File: config.mk
export PLATFORM = sky130hd
export DESIGN_NAME = line_sensor_classifier
export DESIGN_NICKNAME = d
export VERILOG_FILES = /design/src/lsc_pkg.sv /design/src/lsc_calib.sv /design/src/lsc_classify.sv /design/src/line_sensor_classifier.sv
export VERILOG_INCLUDE_DIRS = /design/src /design/src/src
export SDC_FILE = /design/constraint.sdc
export NUM_CORES = 2
export LEC_CHECK = 0
export ABC_AREA = 1
export CORE_MARGIN = 4
export CORE_UTILIZATION = 50
export CTS_BUF_LIST = sky130_fd_sc_hd__clkbuf_4 sky130_fd_sc_hd__clkbuf_8
export DETAILED_ROUTE_END_ITERATION = 6
export DONT_BUFFER_PORTS = 1
export GPL_ROUTABILITY_DRIVEN = 0
export PLACE_DENSITY = 0.68
export SETUP_SLACK_MARGIN = 0.02
export SYNTH_ARGS = -nofsm -noshare
export SYNTH_HDL_FRONTEND = slang
export SYNTH_SLANG_ARGS = --single-unit
File: constraint.sdc
create_clock -name clk -period 14.5 [get_ports clk]
set_input_delay 1.45 -clock clk [delete_from_list [all_inputs] [get_ports clk]]
set_output_delay 1.45 -clock clk [all_outputs]
set_load 0.01 [all_outputs]
File: src/line_sensor_classifier_macros.svh
// ---------------------------------------------------------------------------
// line_sensor_classifier_macros
// assertion macros shared by the line sensor classifier rtl
// ---------------------------------------------------------------------------
`ifndef LINE_SENSOR_CLASSIFIER_MACROS_SVH
`define LINE_SENSOR_CLASSIFIER_MACROS_SVH

`ifndef ASSERT_OFF

// same-cycle implication, checked outside reset
`define LSC_ASSERT_IMPL(lbl, ck, rstn, ante, cons) \
  lbl: assert property (@(posedge ck) disable iff (!(rstn)) (ante) |-> (cons)) \
    else $error("lsc assertion failed");

// next-cycle implication, checked outside reset
`define LSC_ASSERT_NEXT(lbl, ck, rstn, ante, cons) \
  lbl: assert property (@(posedge ck) disable iff (!(rstn)) (ante) |=> (cons)) \
    else $error("lsc assertion failed");

`else

`define LSC_ASSERT_IMPL(lbl, ck, rstn, ante, cons)
`define LSC_ASSERT_NEXT(lbl, ck, rstn, ante, cons)

`endif

`endif

File: src/lsc_pkg.sv
// ---------------------------------------------------------------------------
// lsc_pkg
// types and calibration constants of the line sensor classifier
// ---------------------------------------------------------------------------
package lsc_pkg;

  localparam int CHANNELS  = 8;
  localparam int SAMPLE_W  = 8;
  localparam int CAL_W     = 16;
  localparam int GAIN_W    = 12;
  localparam int IDX_W     = 3;
  localparam int COUNT_W   = 4;
  localparam int TOTAL_W   = 16;
  localparam int RUN_W     = 3;
  localparam int CFG_IDX_W = 1;
  localparam int CFG_DAT_W = 16;

  // scans for darkest and brightest begin at this channel
  localparam logic [IDX_W-1:0] SCAN_START = 3'd3;
  localparam logic [RUN_W-1:0] RUN_MAX    = 3'd7;

  // register indexes on the config port
  localparam logic [CFG_IDX_W-1:0] REG_BLACK_THR    = 1'b0;
  localparam logic [CFG_IDX_W-1:0] REG_FORK_CONFIRM = 1'b1;

  localparam logic signed [CAL_W-1:0] BLACK_THR_RST    = 16'sd492;
  localparam logic [RUN_W-1:0]        FORK_CONFIRM_RST = 3'd3;

  // per-channel gain, unsigned q0.16
  localparam logic [GAIN_W-1:0] CAL_GAIN [CHANNELS] = '{
    12'd2104, 12'd1652, 12'd3742, 12'd2962,
    12'd3854, 12'd2451, 12'd1239, 12'd4044
  };

  // per-channel offset, signed q4.12
  localparam logic signed [CAL_W-1:0] CAL_OFFS [CHANNELS] = '{
    -16'sd8974,  -16'sd6555, -16'sd12900, -16'sd10866,
    -16'sd13194, -16'sd8957, -16'sd5311,  -16'sd14051
  };

  typedef logic [IDX_W-1:0] ch_idx_t;

  typedef logic [CHANNELS-1:0][CAL_W-1:0] cal_vec_t;

  typedef struct packed {
    logic [SAMPLE_W-1:0] sample_0;
    logic [SAMPLE_W-1:0] sample_1;
    logic [SAMPLE_W-1:0] sample_2;
    logic [SAMPLE_W-1:0] sample_3;
    logic [SAMPLE_W-1:0] sample_4;
    logic [SAMPLE_W-1:0] sample_5;
    logic [SAMPLE_W-1:0] sample_6;
    logic [SAMPLE_W-1:0] sample_7;
  } in_item_t;

  typedef struct packed {
    logic [IDX_W-1:0]   darkest_index;
    logic [IDX_W-1:0]   brightest_index;
    logic [COUNT_W-1:0] black_count;
    logic               crossing;
    logic               fork_found;
    logic [TOTAL_W-1:0] crossing_total;
  } out_item_t;

  // classifier findings handed to the state update
  typedef struct packed {
    ch_idx_t            dark;
    ch_idx_t            bright;
    logic [COUNT_W-1:0] black_count;
    logic               all_black;
    logic               fork_pattern;
  } cls_res_t;

endpackage

File: src/lsc_calib.sv
// ---------------------------------------------------------------------------
// lsc_calib
// one channel: raw sample times gain, rounded to q4.12, plus offset, saturated
// ---------------------------------------------------------------------------
module lsc_calib
  import lsc_pkg::*;
#(
  parameter int                        USE_BITS = 8,
  parameter logic [GAIN_W-1:0]         GAIN     = 12'd0,
  parameter logic signed [CAL_W-1:0]   OFFS     = 16'sd0
) (
  input  logic [SAMPLE_W-1:0]       raw,
  output logic signed [CAL_W-1:0]   cal
);

  localparam int PROD_W = USE_BITS + GAIN_W;
  localparam int SHF_W  = PROD_W - 3;
  localparam int SUM_W  = ((SHF_W > CAL_W - 1) ? SHF_W : CAL_W - 1) + 2;

  localparam logic signed [SUM_W-1:0] SAT_HI = SUM_W'(32'sd32767);
  localparam logic signed [SUM_W-1:0] SAT_LO = SUM_W'(-32'sd32768);
  localparam logic [PROD_W:0]         RND_HALF = (PROD_W+1)'(8);

  logic [USE_BITS-1:0]     raw_u;
  logic [PROD_W-1:0]       prod;
  logic [PROD_W:0]         rnd;
  logic [SHF_W-1:0]        shf;
  logic signed [SUM_W-1:0] sum;

  // scale and round half up to q4.12
  assign raw_u = raw[USE_BITS-1:0];
  assign prod  = PROD_W'(raw_u) * PROD_W'(GAIN);
  assign rnd   = {1'b0, prod} + RND_HALF;
  assign shf   = rnd[PROD_W:4];

  // add offset and clamp into q4.12 range
  assign sum = $signed(SUM_W'(shf)) + SUM_W'(OFFS);

  always_comb begin
    if (sum > SAT_HI) begin
      cal = CAL_W'(SAT_HI);
    end else if (sum < SAT_LO) begin
      cal = CAL_W'(SAT_LO);
    end else begin
      cal = CAL_W'(sum);
    end
  end

endmodule

File: src/lsc_classify.sv
// ---------------------------------------------------------------------------
// lsc_classify
// darkest and brightest channel, black count and fork pattern of one sample
// ---------------------------------------------------------------------------
module lsc_classify
  import lsc_pkg::*;
(
  input  cal_vec_t                  cal,
  input  logic signed [CAL_W-1:0]   black_thr,
  output cls_res_t                  res
);

  logic signed [CAL_W-1:0] v [CHANNELS];
  logic [CHANNELS-1:0]     is_black;
  ch_idx_t                 mn1 [4];
  ch_idx_t                 mx1 [4];
  ch_idx_t                 mn2 [2];
  ch_idx_t                 mx2 [2];
  ch_idx_t                 mn_w;
  ch_idx_t                 mx_w;
  logic [COUNT_W-1:0]      cnt;
  logic [1:0]              phase;

  always_comb begin
    for (int i = 0; i < CHANNELS; i++) begin
      v[i]        = $signed(cal[i]);
      is_black[i] = ($signed(cal[i]) < black_thr);
    end
  end

  // pairwise tree, lower index wins on ties
  always_comb begin
    for (int i = 0; i < 4; i++) begin
      mn1[i] = (v[2*i+1] < v[2*i]) ? IDX_W'(2*i+1) : IDX_W'(2*i);
      mx1[i] = (v[2*i+1] > v[2*i]) ? IDX_W'(2*i+1) : IDX_W'(2*i);
    end
    for (int j = 0; j < 2; j++) begin
      mn2[j] = (v[mn1[2*j+1]] < v[mn1[2*j]]) ? mn1[2*j+1] : mn1[2*j];
      mx2[j] = (v[mx1[2*j+1]] > v[mx1[2*j]]) ? mx1[2*j+1] : mx1[2*j];
    end
    mn_w = (v[mn2[1]] < v[mn2[0]]) ? mn2[1] : mn2[0];
    mx_w = (v[mx2[1]] > v[mx2[0]]) ? mx2[1] : mx2[0];
  end

  // the start channel keeps the title unless strictly beaten
  assign res.dark   = (v[mn_w] < v[SCAN_START]) ? mn_w : SCAN_START;
  assign res.bright = (v[mx_w] > v[SCAN_START]) ? mx_w : SCAN_START;

  // black count and black-white-black walk across the channels
  always_comb begin
    cnt   = '0;
    phase = 2'd0;
    for (int i = 0; i < CHANNELS; i++) begin
      cnt = cnt + COUNT_W'(is_black[i]);
      if (is_black[i]) begin
        if (phase == 2'd0 || phase == 2'd2) begin
          phase = phase + 2'd1;
        end
      end else if (phase == 2'd1) begin
        phase = 2'd2;
      end
    end
  end

  assign res.black_count  = cnt;
  assign res.all_black    = &is_black;
  assign res.fork_pattern = (phase == 2'd3);

endmodule

File: src/line_sensor_classifier.sv
// ---------------------------------------------------------------------------
// line_sensor_classifier
// calibrates eight line sensor channels and reports darkest and brightest
// channel, black count, crossing state and count, and confirmed fork
// ---------------------------------------------------------------------------
//
//   channel   ports                         carries
//   input     in_valid / in_ready / in_data  eight raw samples, one item
//   result    out_valid / out_ready / out_data  classification, one per item
//   config    cfg_valid / cfg_ready / cfg_index / cfg_data  register write
//
// an item is captured in the input register, then calibrated and classified
// in one pass into the result register. one item per cycle is sustained while
// the result is not stalled; the result register is the only stall point.
// a stalled result holds the input register once it is full, then in_ready drops.
// reset clears valids, crossing state, fork run and restores both registers.
// the config port never stalls.
//
`include "line_sensor_classifier_macros.svh"

module line_sensor_classifier
  import lsc_pkg::*;
#(
  parameter int SAMPLE_BITS = 8
) (
  input  logic                    clk,
  input  logic                    rst_n,
  input  logic                    in_valid,
  output logic                    in_ready,
  input  in_item_t                in_data,
  output logic                    out_valid,
  input  logic                    out_ready,
  output out_item_t               out_data,
  input  logic                    cfg_valid,
  output logic                    cfg_ready,
  input  logic [CFG_IDX_W-1:0]    cfg_index,
  input  logic [CFG_DAT_W-1:0]    cfg_data
);

  localparam int USE_BITS = (SAMPLE_BITS < SAMPLE_W) ? SAMPLE_BITS : SAMPLE_W;

  // configuration registers
  logic signed [CAL_W-1:0] black_thr_r, black_thr_nxt;
  logic [RUN_W-1:0]        fork_cfm_r, fork_cfm_nxt;

  // pipeline registers
  logic       s1_valid_r, s1_valid_nxt;
  in_item_t   s1_data_r;
  logic       out_valid_r, out_valid_nxt;
  out_item_t  out_data_r, out_data_nxt;

  // block state
  logic               xflag_r, xflag_nxt;
  logic [TOTAL_W-1:0] xcount_r, xcount_nxt;
  logic [RUN_W-1:0]   run_r, run_nxt;

  logic [SAMPLE_W-1:0] raw [CHANNELS];
  cal_vec_t            cal;
  cls_res_t            cls;
  logic                in_fire;
  logic                out_adv;
  logic                s1_move;
  logic                fork_hit;

  // handshake
  assign out_adv   = !out_valid_r || out_ready;
  assign in_ready  = !s1_valid_r || out_adv;
  assign in_fire   = in_valid && in_ready;
  assign s1_move   = s1_valid_r && out_adv;
  assign out_valid = out_valid_r;
  assign out_data  = out_data_r;
  assign cfg_ready = 1'b1;

  // configuration writes
  always_comb begin
    black_thr_nxt = black_thr_r;
    fork_cfm_nxt  = fork_cfm_r;
    if (cfg_valid) begin
      unique case (cfg_index)
        REG_BLACK_THR:    black_thr_nxt = $signed(cfg_data[CAL_W-1:0]);
        REG_FORK_CONFIRM: fork_cfm_nxt  = cfg_data[RUN_W-1:0];
        default:          ;
      endcase
    end
  end

  // per-channel calibration
  assign raw[0] = s1_data_r.sample_0;
  assign raw[1] = s1_data_r.sample_1;
  assign raw[2] = s1_data_r.sample_2;
  assign raw[3] = s1_data_r.sample_3;
  assign raw[4] = s1_data_r.sample_4;
  assign raw[5] = s1_data_r.sample_5;
  assign raw[6] = s1_data_r.sample_6;
  assign raw[7] = s1_data_r.sample_7;

  for (genvar g = 0; g < CHANNELS; g++) begin : g_cal
    lsc_calib #(
      .USE_BITS (USE_BITS),
      .GAIN     (CAL_GAIN[g]),
      .OFFS     (CAL_OFFS[g])
    ) u_calib (
      .raw (raw[g]),
      .cal (cal[g])
    );
  end

  lsc_classify u_classify (
    .cal       (cal),
    .black_thr (black_thr_r),
    .res       (cls)
  );

  // crossing and fork state for the item leaving the input register
  always_comb begin
    xflag_nxt  = xflag_r;
    xcount_nxt = xcount_r;
    run_nxt    = run_r;
    fork_hit   = 1'b0;
    if (s1_move) begin
      xflag_nxt = cls.all_black;
      if (cls.all_black && !xflag_r) begin
        xcount_nxt = xcount_r + TOTAL_W'(1);
      end
      if (cls.fork_pattern) begin
        run_nxt  = (run_r < RUN_MAX) ? run_r + RUN_W'(1) : run_r;
        fork_hit = 1'b1;
      end else begin
        run_nxt = '0;
      end
    end
  end

  // result assembly
  always_comb begin
    out_data_nxt.darkest_index   = cls.dark;
    out_data_nxt.brightest_index = cls.bright;
    out_data_nxt.black_count     = cls.black_count;
    out_data_nxt.crossing        = xflag_nxt;
    out_data_nxt.fork_found      = fork_hit && (run_nxt >= fork_cfm_r);
    out_data_nxt.crossing_total  = xcount_nxt;
  end

  // valid tracking
  always_comb begin
    s1_valid_nxt  = in_fire ? 1'b1 : (s1_move ? 1'b0 : s1_valid_r);
    out_valid_nxt = s1_move ? 1'b1 : (out_ready ? 1'b0 : out_valid_r);
  end

  always_ff @(posedge clk) begin
    if (!rst_n) begin
      black_thr_r <= BLACK_THR_RST;
      fork_cfm_r  <= FORK_CONFIRM_RST;
      s1_valid_r  <= 1'b0;
      out_valid_r <= 1'b0;
      xflag_r     <= 1'b0;
      xcount_r    <= '0;
      run_r       <= '0;
    end else begin
      black_thr_r <= black_thr_nxt;
      fork_cfm_r  <= fork_cfm_nxt;
      s1_valid_r  <= s1_valid_nxt;
      out_valid_r <= out_valid_nxt;
      xflag_r     <= xflag_nxt;
      xcount_r    <= xcount_nxt;
      run_r       <= run_nxt;
    end
  end

  // payload registers
  always_ff @(posedge clk) begin
    if (in_fire) begin
      s1_data_r <= in_data;
    end
    if (s1_move) begin
      out_data_r <= out_data_nxt;
    end
  end

  // checks
  `LSC_ASSERT_IMPL(a_stall_only_when_full, clk, rst_n, !in_ready,
                   s1_valid_r && out_valid_r && !out_ready)
  `LSC_ASSERT_IMPL(a_crossing_all_black, clk, rst_n, out_valid_r && out_data_r.crossing,
                   out_data_r.black_count == COUNT_W'(CHANNELS))
  `LSC_ASSERT_IMPL(a_fork_mixed, clk, rst_n, out_valid_r && out_data_r.fork_found,
                   out_data_r.black_count >= 4'd2 && out_data_r.black_count <= 4'd7)
  `LSC_ASSERT_NEXT(a_count_sets_flag, clk, rst_n, s1_move && cls.all_black && !xflag_r,
                   xflag_r && xcount_r == $past(xcount_r) + TOTAL_W'(1))

endmodule

==> Flow_metrics.wiki <==
{| class="wikitable"
! Metric !! Value
|-
| Violations in the final reports || design-rule violations
|-
| Total number of nets in the final design || approximately 6500
|-
| Clock tree from TritonCTS || done
|-
| Post-synthesis adder-cell area fraction || 0.327
|-
| Max Transition Viols Final || 0
|-
| Arrival time of the worst setup path || about 14 ns
|-
| Max stage delay cell, worst path || sky130_fd_sc_hd__fa_2
|-
| RR Startpoint || raw[47]$_DFFE_PP_
|-
| Total number of placement rows || 98
|-
| Via density per instance || 5.69
|-
| Netlist cell types || 75
|-
| Cell at the root of the clock tree || sky130_fd_sc_hd__clkbuf_8
|-
| Floorplan core area || 71600 um2
|-
| Most frequent CP cell || sky130_fd_sc_hd__nand2_1
|-
| Number of warnings reported in the yosys synthesis log || 0
|-
| Worst-case clock buffer depth || 2
|-
| Kind of capture point of the worst setup path || flip-flop
|-
| Wire length of the first global-routing pass || roughly 180000 um
|-
| Share of layout cells above drive strength 1 || 0.119
|-
| Share of synthesized area occupied by flip-flops and latches || 0.0991
|-
| Maximum number of pins on one net before global-route repair || 65
|-
| Number of detailed-routing iterations run before antenna repair || 7
|-
| Total half-perimeter wirelength after legalization and detailed placement || 94500 um
|-
| Count of endpoints failing setup in the final report || 0
|-
| Largest incremental delay on the critical path || ~0.61 ns
|-
| F_max || slightly above 0.07 GHz
|-
| Slew headroom || 0.301
|-
| Share of the synthesized area in the top cell type || 0.244
|-
| Clock tree sinks || between 100 and 150
|-
| Minimum period implied by the final worst setup slack || about 14 ns
|-
| Starting utilization of the core area || 0.505
|-
| Hold/Removal Path Class || flip-flop to flip-flop
|-
| Maximum level of the CTS H-tree || 4
|-
| Grt total ovfl || 0
|-
| Synthesized area per cell || 6.76 um2
|-
| Synth Cell Area || approximately 36000 um2
|-
| Synth Area in Simple Gates || 0.262
|-
| Clock insertion delay at the later pin of the skew report || just under 0.6 ns
|-
| Clock transition at the register clock pins on the worst setup and hold paths after CTS || approximately 0.11 ns
|-
| Mux share of post-synthesis cell area || 0
|-
| Number of buffers added on ports || 0
|-
| EDFF count, synth || between 90 and 100
|-
| Worst hold slack across all endpoints || slightly below 0.5 ns
|-
| Critical Path Source Type || flip-flop
|-
| Worst Max-Slew Pin Slew || between 1 and 1.5 ns
|-
| Synth area leaders || sky130_fd_sc_hd__ha_1 (24%), sky130_fd_sc_hd__nand2_1 (11%), sky130_fd_sc_hd__inv_1 (9.1%)
|-
| Clock tree skew after final layout || 0.0348 ns
|-
| Worst setup path startpoint || raw[47]$_DFFE_PP_
|-
| Synthesized-area fraction occupied by ao, oa, aoi and oai cells || 0.165
|-
| Relative area change from synthesis to final layout || 11.1%
|-
| Synth cell count leaders || sky130_fd_sc_hd__nand2_1 (1075), sky130_fd_sc_hd__inv_1 (876), sky130_fd_sc_hd__ha_1 (706), sky130_fd_sc_hd__nor2_1 (478), sky130_fd_sc_hd__a21oi_1 (394)
|-
| Instance count of the mapped netlist || ~5400
|-
| Dominant combinational cell family by area after synthesis || adder cells
|-
| Tcrit/Tclk final || 0.961
|-
| Number of top-level pins || ~120
|-
| Worst slack after detailed placement || -0.224 ns
|-
| WL per Instance || roughly 18 um
|-
| Via count of the first global-routing pass || ~34000
|-
| Number of CTS-inserted buffers || 17
|-
| Xor/xnor share of the synthesized area || 0.0388
|-
| Die area || approximately 77000 um2
|-
| Y dimension of the die || 277 um
|-
| DRC || 129
|-
| Largest area contributor in the synthesized netlist || sky130_fd_sc_hd__ha_1
|-
| Final hold violation count || 0
|-
| Hold buffers post-CTS || 0
|-
| Width of the die || around 280 um
|-
| ANT nets after route || 0
|-
| Maximum capacitance violations || 0
|-
| Setup repair after global routing missed its margin || true
|-
| Synthesized Nets || 6292
|-
| Synthesized flop and latch total || 133
|-
| 1st-iter DRT viols || just over 4000
|-
| Largest driver fanout on the critical path || 29
|-
| Most used standard cell by instance count after synthesis || sky130_fd_sc_hd__nand2_1
|-
| Status || finished with violations
|-
| Antenna violations before repair || 6
|-
| Final worst slack || between 0.5 and 0.6 ns
|-
| Dominant register cell in the synthesized netlist || sky130_fd_sc_hd__edfxtp_1
|-
| Count of vias placed by the detailed router || approximately 37000
|-
| Total detailed-routing wirelength || ~120000 um
|-
| Classification of the worst setup path || flip-flop to flip-flop
|-
| Proportion of register bits with asynchronous set or reset after synthesis || 0
|-
| Worst hold path startpoint || fork_cfm_r[2]$_SDFFE_PN0P_
|-
| End-of-flow core utilization || 0.561
|-
| GRT Resource Usage Total || 0.294
|-
| Worst EP required || ~15 ns
|}
## cells in the final DEF (no fill, tap or decap), types with 60 or more instances in the layout
cell and n:
sky130_fd_sc_hd__nand4_1 82, sky130_fd_sc_hd__o21ai_1 62, sky130_fd_sc_hd__nand2_1 1049, sky130_fd_sc_hd__nand2_2 80, sky130_fd_sc_hd__xor2_1 86, sky130_fd_sc_hd__nor2_1 455, sky130_fd_sc_hd__o21ai_0 281, sky130_fd_sc_hd__edfxtp_1 92
sky130_fd_sc_hd__nand3_1 295, sky130_fd_sc_hd__inv_2 60, sky130_fd_sc_hd__ha_1 699, sky130_fd_sc_hd__fa_1 146, sky130_fd_sc_hd__o211ai_1 74, sky130_fd_sc_hd__a21oi_1 378, sky130_fd_sc_hd__buf_4 214, sky130_fd_sc_hd__inv_1 855
## stage by stage
step	setup TNS [ns]	instances	area [um2]
after floorplan	0	5351	36100
after global placement	-0.0638	6374	38300
after global routing	-0.571	6484	40200
after CTS	0	6406	38800
after detailed placement	-0.564	6374	38300
final	0	6487	40200
## layout make-up
type,instances,area [um2]
well taps,950,1190
clock buffers,17,234
inverters,933,3530
repair buffers,243,2060
multi-input cells,4189,29400
repair inverters,2,12.5
flip-flops and latches,133,3580
clock inverters,15,178
fillers,6998,31500
diodes,5,12.5
## path summary, 6_finish.rpt
check,to,slack [ns],depth (start not counted)
hold / removal,fork_cfm_r[2]$_SDFFE_PN0P_,0.48,2
setup reg to reg,out_data[25]$_SDFFCE_PN1P_,0.57,74
setup / recovery,out_data[25]$_SDFFCE_PN1P_,0.57,74
hold reg to reg,fork_cfm_r[2]$_SDFFE_PN0P_,0.48,2
## registers in the layout, indices dropped and copies added (netlist names)
name	count
black_thr_r	16
fork_cfm_r	3
out_data	28
out_valid	1
raw	64
run_r	3
s1_valid_r	1
xcount_r	16
xflag_r	1
## kinds of logic (layout without fill, tap and decap cells)
family,count (synthesis),after routing
XOR/XNOR,148,148
AND/OR/NAND/NOR,2160,2161
other,1,6
flip-flops,133,133
AO/OA/AOI/OAI,1024,1024
buffers and inverters,1030,1210
adder cells (fa/ha/maj),855,855
## what timing repair did
item | CTS | global route
buffers inserted | 0 | 70
setup endpoints to repair | 6 | 6
resized for setup | 8 | 208
cloned | 0 | 6
pin swaps | 0 | 30
## critical path: cells and delay by family, from the launching register on
| kind | cells | cell delay, ns |
|---|---|---|
| buffers and inverters | 11 | 1.86 |
| DFF | 1 | 0.43 |
| adders and majority gates | 9 | 3.63 |
| and+or+nand+nor | 36 | 4.09 |
| xor gates and xnor gates | 1 | 0.17 |
| AOI/OAI and AO/OA | 17 | 3.41 |
## per-layer routing
layer,GRT usage,share of wire,vias to the layer above
met5,0,0.00039,-
met2,0.462,0.43,1635
met1,0.373,0.40,16600
met3,0.0775,0.10,497
li1,-,-,18200
met4,0.149,0.064,6
Power is not shown: default switching activity piles up to over one toggle a cycle in this logic, so the estimate is an artifact.
